### src/rtl/cfbp_pkg.sv
// Package for the camera frame byte parser.
// Holds the register reset values, register indexes, parse phase codes and the result type.
// No dependencies.
package cfbp_pkg;

    localparam int FRAME_MAX = 10;

    localparam int BYTE_W  = 8;
    localparam int COUNT_W = 4;
    localparam int CNT_W   = 16;
    localparam int PHASE_W = 2;
    localparam int CFG_IDX_W = 2;
    localparam int RECENT_N  = 5;

    // Register indexes on the configuration port.
    localparam logic [CFG_IDX_W-1:0] REG_FIRST_HEADER  = 2'd0;
    localparam logic [CFG_IDX_W-1:0] REG_SECOND_HEADER = 2'd1;
    localparam logic [CFG_IDX_W-1:0] REG_END_MARKER    = 2'd2;

    // Register reset values.
    localparam logic [BYTE_W-1:0] FIRST_HEADER_RST  = 8'h2C;
    localparam logic [BYTE_W-1:0] SECOND_HEADER_RST = 8'h12;
    localparam logic [BYTE_W-1:0] END_MARKER_RST    = 8'h5B;

    // Parse phases.
    localparam logic [PHASE_W-1:0] PH_IDLE    = 2'd0;
    localparam logic [PHASE_W-1:0] PH_HEADER2 = 2'd1;
    localparam logic [PHASE_W-1:0] PH_COLLECT = 2'd2;
    localparam logic [PHASE_W-1:0] PH_CHECK   = 2'd3;

    localparam logic [COUNT_W-1:0] COUNT_SAT  = {COUNT_W{1'b1}};
    localparam logic [COUNT_W-1:0] COUNT_FULL = COUNT_W'(FRAME_MAX);

    typedef struct packed {
        logic              frame_ready;
        logic              bad_tail;
        logic [BYTE_W-1:0] digit_value;
        logic [BYTE_W-1:0] side_code;
        logic [BYTE_W-1:0] found_flag;
        logic [BYTE_W-1:0] task_code;
        logic [CNT_W-1:0]  frames_received;
    } t_result;

endpackage

### src/rtl/camera_frame_byte_parser.sv
// Top level of the camera frame byte parser: header/tail framing of a received byte stream.
// Depends on cfbp_pkg for constants and the result type.
//
// Usage:
//   Input channel (i_in_valid, o_in_stall, i_rx_byte) carries one received byte per
//   transaction. Every accepted byte produces exactly one result transaction on the
//   output channel (o_out_valid, i_out_stall and the seven field ports).
//   The configuration channel (i_cfg_valid, o_cfg_ready, i_cfg_index, i_cfg_data) writes
//   the first header, second header and end marker registers; index 3 is ignored.
//   The result of an accepted byte is registered in the output register, or in the skid
//   register while the output is held. Throughput is one byte per cycle while o_in_stall
//   is low, set by the single parse stage that updates the frame state and the result.
//   When the receiver stalls, the result waits in the output register and one more
//   result is caught in a skid register; only when the skid register is full does the
//   block raise o_in_stall, and it drops it as soon as the output moves again.
//   Synchronous reset (i_rst_n low) returns the registers to their reset values, clears
//   the published fields and frame counter, empties the output stages and puts the
//   parser back to waiting for the first header.
module camera_frame_byte_parser (
    input  logic        i_clk,
    input  logic        i_rst_n,
    input  logic        i_in_valid,
    output logic        o_in_stall,
    input  logic [7:0]  i_rx_byte,
    output logic        o_out_valid,
    input  logic        i_out_stall,
    output logic        o_frame_ready,
    output logic        o_bad_tail,
    output logic [7:0]  o_digit_value,
    output logic [7:0]  o_side_code,
    output logic [7:0]  o_found_flag,
    output logic [7:0]  o_task_code,
    output logic [15:0] o_frames_received,
    input  logic        i_cfg_valid,
    output logic        o_cfg_ready,
    input  logic [1:0]  i_cfg_index,
    input  logic [7:0]  i_cfg_data
);

    // Configuration registers.
    logic [cfbp_pkg::BYTE_W-1:0] r_first_header;
    logic [cfbp_pkg::BYTE_W-1:0] r_second_header;
    logic [cfbp_pkg::BYTE_W-1:0] r_end_marker;

    // Frame state.
    logic [cfbp_pkg::PHASE_W-1:0] r_phase, n_phase;
    logic [cfbp_pkg::COUNT_W-1:0] r_count, n_count;
    logic [cfbp_pkg::BYTE_W-1:0]  r_recent [cfbp_pkg::RECENT_N];
    logic [cfbp_pkg::BYTE_W-1:0]  n_recent [cfbp_pkg::RECENT_N];
    logic [cfbp_pkg::BYTE_W-1:0]  r_pub [4];
    logic [cfbp_pkg::BYTE_W-1:0]  n_pub [4];
    logic [cfbp_pkg::CNT_W-1:0]   r_frames, n_frames;

    // Output register and skid register.
    logic                r_out_valid, r_skid_valid;
    cfbp_pkg::t_result   r_out, r_skid, n_result;

    logic in_accept;
    logic out_take;
    logic n_ready;
    logic n_bad;
    logic [cfbp_pkg::COUNT_W-1:0] count_inc;

    assign o_cfg_ready = 1'b1;
    assign o_in_stall  = r_skid_valid;
    assign in_accept   = i_in_valid && !r_skid_valid;
    assign out_take    = r_out_valid && !i_out_stall;

    // Configuration writes; an unknown index is simply dropped.
    always_ff @(posedge i_clk) begin
        if (!i_rst_n) begin
            r_first_header  <= cfbp_pkg::FIRST_HEADER_RST;
            r_second_header <= cfbp_pkg::SECOND_HEADER_RST;
            r_end_marker    <= cfbp_pkg::END_MARKER_RST;
        end else if (i_cfg_valid && o_cfg_ready) begin
            case (i_cfg_index)
                cfbp_pkg::REG_FIRST_HEADER:  r_first_header  <= i_cfg_data;
                cfbp_pkg::REG_SECOND_HEADER: r_second_header <= i_cfg_data;
                cfbp_pkg::REG_END_MARKER:    r_end_marker    <= i_cfg_data;
                default: ;
            endcase
        end
    end

    // The byte count saturates; in practice it never passes the frame limit.
    assign count_inc = (r_count == cfbp_pkg::COUNT_SAT) ? r_count : r_count + 1'b1;

    // Parse step for one byte.
    always_comb begin
        n_phase  = r_phase;
        n_count  = r_count;
        n_recent = r_recent;
        n_pub    = r_pub;
        n_frames = r_frames;
        n_ready  = 1'b0;
        n_bad    = 1'b0;
        case (r_phase)
            cfbp_pkg::PH_IDLE: begin
                // A frame starts from a cleared history holding only the first header.
                if (i_rx_byte == r_first_header) begin
                    n_recent[0] = i_rx_byte;
                    for (int k = 1; k < cfbp_pkg::RECENT_N; k++) begin
                        n_recent[k] = '0;
                    end
                    n_count = cfbp_pkg::COUNT_W'(1);
                    n_phase = cfbp_pkg::PH_HEADER2;
                end
            end
            cfbp_pkg::PH_HEADER2: begin
                if (i_rx_byte == r_second_header) begin
                    n_recent[0] = i_rx_byte;
                    for (int k = 1; k < cfbp_pkg::RECENT_N; k++) begin
                        n_recent[k] = r_recent[k-1];
                    end
                    n_count = count_inc;
                    n_phase = cfbp_pkg::PH_COLLECT;
                end else begin
                    // Wrong second header: back to idle, the byte is not re-examined.
                    for (int k = 0; k < cfbp_pkg::RECENT_N; k++) begin
                        n_recent[k] = '0;
                    end
                    n_count = '0;
                    n_phase = cfbp_pkg::PH_IDLE;
                end
            end
            cfbp_pkg::PH_COLLECT: begin
                n_recent[0] = i_rx_byte;
                for (int k = 1; k < cfbp_pkg::RECENT_N; k++) begin
                    n_recent[k] = r_recent[k-1];
                end
                n_count = count_inc;
                if (count_inc >= cfbp_pkg::COUNT_FULL || i_rx_byte == r_end_marker) begin
                    // The four bytes before the closing byte, oldest first.
                    n_pub[0] = r_recent[3];
                    n_pub[1] = r_recent[2];
                    n_pub[2] = r_recent[1];
                    n_pub[3] = r_recent[0];
                    n_frames = r_frames + 1'b1;
                    n_phase  = cfbp_pkg::PH_CHECK;
                    n_ready  = 1'b1;
                end
            end
            default: begin
                // Check byte: its value is ignored, only the stored tail is judged.
                n_bad = (r_recent[0] != r_end_marker);
                for (int k = 0; k < cfbp_pkg::RECENT_N; k++) begin
                    n_recent[k] = '0;
                end
                n_count = '0;
                n_phase = cfbp_pkg::PH_IDLE;
            end
        endcase
    end

    always_comb begin
        n_result.frame_ready     = n_ready;
        n_result.bad_tail        = n_bad;
        n_result.digit_value     = n_pub[0];
        n_result.side_code       = n_pub[1];
        n_result.found_flag      = n_pub[2];
        n_result.task_code       = n_pub[3];
        n_result.frames_received = n_frames;
    end

    // State update on every accepted byte.
    always_ff @(posedge i_clk) begin
        if (!i_rst_n) begin
            r_phase  <= cfbp_pkg::PH_IDLE;
            r_count  <= '0;
            r_frames <= '0;
            for (int k = 0; k < cfbp_pkg::RECENT_N; k++) begin
                r_recent[k] <= '0;
            end
            for (int k = 0; k < 4; k++) begin
                r_pub[k] <= '0;
            end
        end else if (in_accept) begin
            r_phase  <= n_phase;
            r_count  <= n_count;
            r_frames <= n_frames;
            r_recent <= n_recent;
            r_pub    <= n_pub;
        end
    end

    // Output register with a skid register behind it.
    always_ff @(posedge i_clk) begin
        if (!i_rst_n) begin
            r_out_valid  <= 1'b0;
            r_skid_valid <= 1'b0;
        end else begin
            if (!r_out_valid || out_take) begin
                r_out_valid  <= r_skid_valid || in_accept;
                r_skid_valid <= 1'b0;
            end else if (in_accept) begin
                r_skid_valid <= 1'b1;
            end
        end
    end

    always_ff @(posedge i_clk) begin
        if (!r_out_valid || out_take) begin
            r_out <= r_skid_valid ? r_skid : n_result;
        end
        if (in_accept && r_out_valid && !out_take) begin
            r_skid <= n_result;
        end
    end

    assign o_out_valid       = r_out_valid;
    assign o_frame_ready     = r_out.frame_ready;
    assign o_bad_tail        = r_out.bad_tail;
    assign o_digit_value     = r_out.digit_value;
    assign o_side_code       = r_out.side_code;
    assign o_found_flag      = r_out.found_flag;
    assign o_task_code       = r_out.task_code;
    assign o_frames_received = r_out.frames_received;

    // The skid register only fills behind a full output register.
    a_skid_behind_out: assert property (@(posedge i_clk) disable iff (!i_rst_n)
        r_skid_valid |-> r_out_valid)
        else $error("skid register valid while output register empty");

    // A result cannot both close a frame and judge a tail.
    a_ready_bad_excl: assert property (@(posedge i_clk) disable iff (!i_rst_n)
        r_out_valid |-> !(r_out.frame_ready && r_out.bad_tail))
        else $error("frame_ready and bad_tail in one result");

    // The check byte always returns the parser to a clean idle state.
    a_check_to_idle: assert property (@(posedge i_clk) disable iff (!i_rst_n)
        (in_accept && r_phase == cfbp_pkg::PH_CHECK)
        |=> (r_phase == cfbp_pkg::PH_IDLE && r_count == '0))
        else $error("parser not idle after check byte");

    // While collecting, every byte is stored.
    a_collect_counts: assert property (@(posedge i_clk) disable iff (!i_rst_n)
        (in_accept && r_phase == cfbp_pkg::PH_COLLECT)
        |=> (r_count == cfbp_pkg::COUNT_W'($past(r_count) + 1'b1)))
        else $error("byte count did not advance while collecting");

    // The frame counter moves only when a frame is published.
    a_frames_step: assert property (@(posedge i_clk) disable iff (!i_rst_n)
        (in_accept && !n_ready) |=> $stable(r_frames))
        else $error("frame counter changed without a published frame");

endmodule

### config.mk
export PLATFORM = sky130hd
export DESIGN_NAME = camera_frame_byte_parser
export DESIGN_NICKNAME = d
export VERILOG_FILES = /design/src/rtl/cfbp_pkg.sv /design/src/rtl/camera_frame_byte_parser.sv
export SDC_FILE = /design/constraint.sdc
export NUM_CORES = 1
export LEC_CHECK = 0
export ABC_CLOCK_PERIOD_IN_PS = 5500
export BUFFER_PORTS_ARGS = -buffer_cell sky130_fd_sc_hd__buf_2
export CAP_MARGIN = 0
export CORE_ASPECT_RATIO = 0.5
export CORE_MARGIN = 3
export CORE_UTILIZATION = 60
export DETAILED_ROUTE_END_ITERATION = 8
export GPL_TIMING_DRIVEN = 0
export HOLD_SLACK_MARGIN = 0.1
export MAX_ROUTING_LAYER = met4
export PLACE_DENSITY = 0.8
export RECOVER_POWER = 100
export SLEW_MARGIN = 0
export SYNTH_ARGS = -nofsm -noshare
export SYNTH_HDL_FRONTEND = slang
export SYNTH_SLANG_ARGS = --single-unit
### constraint.sdc
create_clock -name i_clk -period 5.5 [get_ports i_clk]
set_input_delay 1.1 -clock i_clk [delete_from_list [all_inputs] [get_ports i_clk]]
set_output_delay 1.1 -clock i_clk [all_outputs]
set_load 0.005 [all_outputs]
== After elaboration in Yosys (flattened, before gate mapping) ==
Cells that the tools add are included.
Word-level totals
  register bits: 212
  input port bits: 23
  output and inout bits: 53
  word-level logic and storage cells: 84
Cells by class
  $add $sub $neg: 2
  order comparisons: 1
  equality and inequality tests: 11
  multiplexer cells: 19
  bitwise gates (word level): 1
  reduce and logical (&&, ||, !) cells: 20
Operator list (number)
  40-bit one-hot mux with 3 select lines: 1
  40-bit two-way mux: 2
  32-bit two-way mux: 2
  50-bit two-way mux: 1
  16-bit two-way mux: 2
  8-bit equality test: 3
  16-bit by 1-bit adder with 16-bit output (second input constant): 1
  4-bit two-way mux: 3
  4-bit one-hot mux with 3 select lines: 1
  8-bit inequality test: 1
  2-bit AND reduction: 4
  2-bit two-way mux: 3
  2-bit one-hot mux with 3 select lines: 1
  4-bit by 1-bit adder with 4-bit output (second input constant): 1
  2-bit by 1-bit equality test with 1-bit output (second input constant): 2
  2-bit equality test (second input constant): 2
  4-bit equality test (second input constant): 1
  4-bit greater-or-equal comparator (second input constant): 1
  1-bit logical AND: 4
  1-bit zero test: 4
  2-bit zero test: 2
  2-bit inequality test (second input constant): 2
  1-bit logical OR: 3
  1-bit two-way mux: 3
  other kinds (4): 4

== Longest topological paths before layout ==
  depth after elaboration: 7
  mapped depth: 8
  depth with buffers taken out: 6

== Least setup slack after synthesis ==
OpenSTA, ideal clock, no wires.
  path kind: input to register
  from: in i_out_stall
  to: reg r_skid[0] in the netlist's numbering, enable pin
  setup time: 0.458 ns
  arrival time: 4.493 ns
  required time: 5.042 ns
  slack: 0.549 ns
  cell stages on the path: 2
  path buffers: 0
  cell sequence: nand2_1 nor2_1
Between the ends
  longest elaborated chain between the ends: 4
RTL lines
  start: declaration: RTL line camera_frame_byte_parser.sv:26  | input logic i_out_stall,
  1-bit zero test: RTL line camera_frame_byte_parser.sv:67  | assign out_take = r_out_valid && !i_out_stall;
  1-bit logical AND: RTL line camera_frame_byte_parser.sv:67
  1-bit zero test: RTL line camera_frame_byte_parser.sv:205  | if (in_accept && r_out_valid && !out_take) begin
  1-bit logical AND: RTL line camera_frame_byte_parser.sv:205
  end signal: assignment: RTL line camera_frame_byte_parser.sv:206  | r_skid <= n_result;
  end: declaration: RTL line camera_frame_byte_parser.sv:56  | cfbp_pkg::t_result r_out, r_skid, n_result;
No other way between the ends.
A chain may end at the register's enable or synchronous reset.

== Final worst setup path ==
  from: in i_out_stall
  to: reg r_skid[9] in the netlist's numbering, enable pin
Same word-level chain as after synthesis.

==> impl_metrics.py <==
metrics = {
    "die": {
        "core_area_sq_mm": 0.0150,
        "die_y_um": 95.1,
        "die-area_sq_mm": 0.0175,
        "io_pins": 76,
        "initial_core_util_pct": 63.6,
        "num_rows": 31,
        "die_x_um": 184,
    },
    "power_and_ir_drop": {
        "ir_worst_vdd_mv": 0.189,
        "p_per_area_mw_per_mm2": 288,
        "leakagePower_nw": 3.66,
    },
    "sta": {
        "timing.final.ws_setup_ns": 1.56,
        "setup_viol": 0,
        "worst_slew_pin_slew_ns": 1.87,
        "slew_headroom_pct": -24.9,
        "skew_ns": 0.0111,
        "finalHoldViolations": 0,
        "fin_setup_tns_ns": 0,
        "rsz0062_at_grt": "false",
        "fin_crit_ns": 3.94,
        "period_share_pct": 71.6,
        "max_freq_ghz": 0.254,
        "drv_slew": 39,
    },
    "setup_path": {
        "crit_arrival_ns": 4.16,
        "crit_fanout": 32,
        "slowest_stage": "clkbuf_1",
        "worstPathCellList": "buf_2, nand2_1, clkbuf_1, nor2_4, buf_12",
        "timing.rr.start": "r_count[0]$_SDFFE_PN0P_",
        "critical_path_buf_inv_count": 3,
        "critical_path_class": "input port to register",
        "regToRegSetupSlack_ns": 1.63,
        "max_stage_delay_ns": 1.41,
        "reg2regPathDepth": 7,
        "critPathLaunchType": "input port",
        "rr_endpoint": "r_skid[32]$_DFFE_PP_",
        "end_kind": "register",
        "critical-path-top-delay-family": "buffers and inverters",
        "crit_required_ns": 5.72,
    },
    "worst_hold_path": {
        "hold_depth": 2,
        "min_from": "r_pub[7]$_SDFFE_PN0P_",
        "hold_end": "r_pub[7]$_SDFFE_PN0P_",
        "worstHoldPathType": "register to register",
    },
    "clock_network": {
        "cts_tree": "done",
        "holdBufCountCts": 0,
        "clock-sinks": 212,
        "path_clk_slew_ns": 0.07,
        "cts_buffer_depth": 3,
        "numCtsBuffers": 19,
        "htree_levels": 1,
        "cts_setup_buffers": 0,
        "cts_resized": 0,
        "clockRootBuffer": "clkbuf_16",
        "clock_latency_ns": 0.49,
    },
    "placed_design": {
        "io_buffers": 74,
        "routabilityCongestion": 0.934,
        "dp_slack_ns": 1.97,
        "post-dp-hpwl_um": 18300,
        "dpl_cell_area_sq_mm": 0.0102,
    },
    "synth": {
        "synth_edf_count": 100,
        "netlist_area_sq_mm": 0.00952,
        "synth_cell_types": 55,
        "synthTopCellsByArea": "edfxtp_1, dfxtp_1, o21ai_0",
        "ys.warnings.count": 0,
        "synth.avg_cell_area_sq_um": 9.93,
        "ys.flop_type": "dfxtp_1",
        "synth-seq-cells": 212,
        "synth_top_area_share_pct": 31.5,
        "syn_nets": 984,
        "async_flop_share_pct": 0,
        "yosysTopAreaCell": "edfxtp_1",
        "ys_seq_area_share_pct": 55.1,
        "synth_cells": 959,
    },
    "drt": {
        "dr.pass1.iters": 6,
        "drc_errors": 0,
        "wl_per_cell_um": 20.6,
        "drt-vias-per-instance": 6.47,
        "drtIter0Drc": 1195,
        "ant_nets": 0,
        "route.vias.total": 8188,
        "finalWirelength_um": 26000,
    },
    "global_route": {
        "grt_pass1_wl_um": 41100,
        "grt_pass1_vias": 7739,
        "grt_usage_pct": 30.5,
        "antenna_found_initial": 0,
        "overflow": 0,
        "grt_max_degree": 33,
    },
    "flow_run": {
        "maxCapViolCount": 2,
    },
    "finish": {
        "final_area_sq_mm": 0.0106,
        "finalNetCount": 1081,
        "final_core_util_pct": 71.1,
        "layout-drive-gt1-share_pct": 8.72,
        "diodes": 0,
        "area_delta_synth_final_pct": 11.8,
    },
    "outcome": {
        "violations": "max-capacitance violations, max-slew violations",
        "status": "finished, violations left",
    },
}
-- sequential cells by signal, indices dropped and copies added, names as in the netlist, 16 cells and up --
| signal | cells |
|---|---|
| r_skid | 50 |
| o_frames_received | 16 |
| r_pub | 32 |
| r_frames | 16 |
| r_recent | 32 |
-- report_power, final --
group / switching, mW / total, mW / internal, mW / leakage, nW
Clock: 0.564 / 1.23 / 0.667 / 0.269
Combinational: 0.0896 / 0.142 / 0.0523 / 1.45
Sequential: 0.0135 / 1.70 / 1.68 / 1.95
Total: 0.668 / 3.07 / 2.40 / 3.66
-- worst min-delay path, cell delays in order (launching register included) --
cell	delay, ns
dfxtp_1	0.31
nand2_1	0.05
o21ai_0	0.06
-- synth_stat cells, types with 2 or more instances --
| library cell | instances |
|---|---|
| a21oi_1 | 72 |
| a2bb2oi_1 | 33 |
| a31oi_1 | 45 |
| and2_1 | 8 |
| and3_1 | 4 |
| and4_1 | 3 |
| buf_1 | 6 |
| buf_2 | 6 |
| buf_6 | 2 |
| clkbuf_1 | 66 |
| dfxtp_1 | 112 |
| edfxtp_1 | 100 |
| ha_1 | 2 |
| inv_1 | 38 |
| mux2i_1 | 24 |
| nand2_1 | 65 |
| nand2b_1 | 7 |
| nand3_1 | 43 |
| nand3b_1 | 3 |
| nand4_1 | 7 |
| nor2_1 | 32 |
| nor2b_1 | 4 |
| nor3_1 | 2 |
| nor3b_1 | 2 |
| nor4_1 | 9 |
| o21ai_0 | 149 |
| o22ai_1 | 2 |
| o2bb2ai_1 | 7 |
| o31a_1 | 6 |
| o31ai_1 | 20 |
| or2_2 | 4 |
| or3_1 | 6 |
| or4_1 | 12 |
| or4_4 | 6 |
| xnor2_1 | 17 |
| xor2_1 | 16 |
-- worst max-delay path by stage --
stage | cells after the start | end | start
floorplan | 2 | r_skid[0]$_DFFE_PP_ | i_out_stall
global placement | 3 | r_skid[9]$_DFFE_PP_ | i_out_stall
detailed placement | 7 | r_skid[32]$_DFFE_PP_ | i_rx_byte[6]
CTS | 7 | r_skid[32]$_DFFE_PP_ | i_rx_byte[4]
global route | 5 | r_skid[9]$_DFFE_PP_ | i_out_stall
finish | 5 | r_skid[9]$_DFFE_PP_ | i_out_stall
-- per-layer routing --
| metal | global-route usage (%) | vias up | part of all wire [%] |
|---|---|---|---|
| met5 | - | - | 0 |
| met4 | 8.05 | 0 | 2.0 |
| met3 | 5.87 | 58 | 12 |
| met2 | 46.4 | 545 | 44 |
| met1 | 42.6 | 3838 | 42 |
| li1 | - | 3747 | - |
-- layout make-up --
cell class                      instances  area, sq um
Fill cell                            1154         4330
Multi-Input combinational cell        627         3770
Clock inverter                          4         22.5
Clock buffer                           28          529
Timing Repair Buffer                   76          365
Buffer                                 82          315
Tap cell                              198          248
Sequential cell                       212         5250
Inverter                               38          143
-- layout by cell type, fill, tap and decap left out, types with 4 or more instances in the layout --
cell type	instances
o21ai_0	149
dfxtp_1	112
clkbuf_1	104
edfxtp_1	100
a21oi_1	72
nand2_1	65
buf_2	53
a31oi_1	45
nand3_1	43
inv_1	38
a2bb2oi_1	33
nor2_1	32
mux2i_1	24
o31ai_1	20
clkbuf_16	19
xnor2_1	17
xor2_1	16
or4_1	12
nor4_1	9
and2_1	8
nand4_1	7
nand2b_1	7
o2bb2ai_1	7
or4_4	6
or3_1	6
o31a_1	6
buf_1	5
nor2b_1	4
and3_1	4
or2_2	4
-- metrics by stage --
step                std cells  total power, mW  hold WS [ns]
finish                   1265             3.07         0.469
floorplan                 959             1.81         0.431
global placement         1231             1.87         0.443
global route             1265             3.16         0.498
CTS                      1265             3.07         0.469
detailed placement       1233             1.87         0.460
-- logic make-up after synthesis --
family                   synth area share (%)
flip-flops                               55.1
buffers and inverters                    5.02
multiplexers                             2.64
AND/OR/NAND/NOR                          12.2
AO/OA/AOI/OAI                            21.8
other                                  0.0394
XOR/XNOR                                 3.04
adder cells (fa/ha/maj)                 0.263
Power figures use the tool's default switching activity.
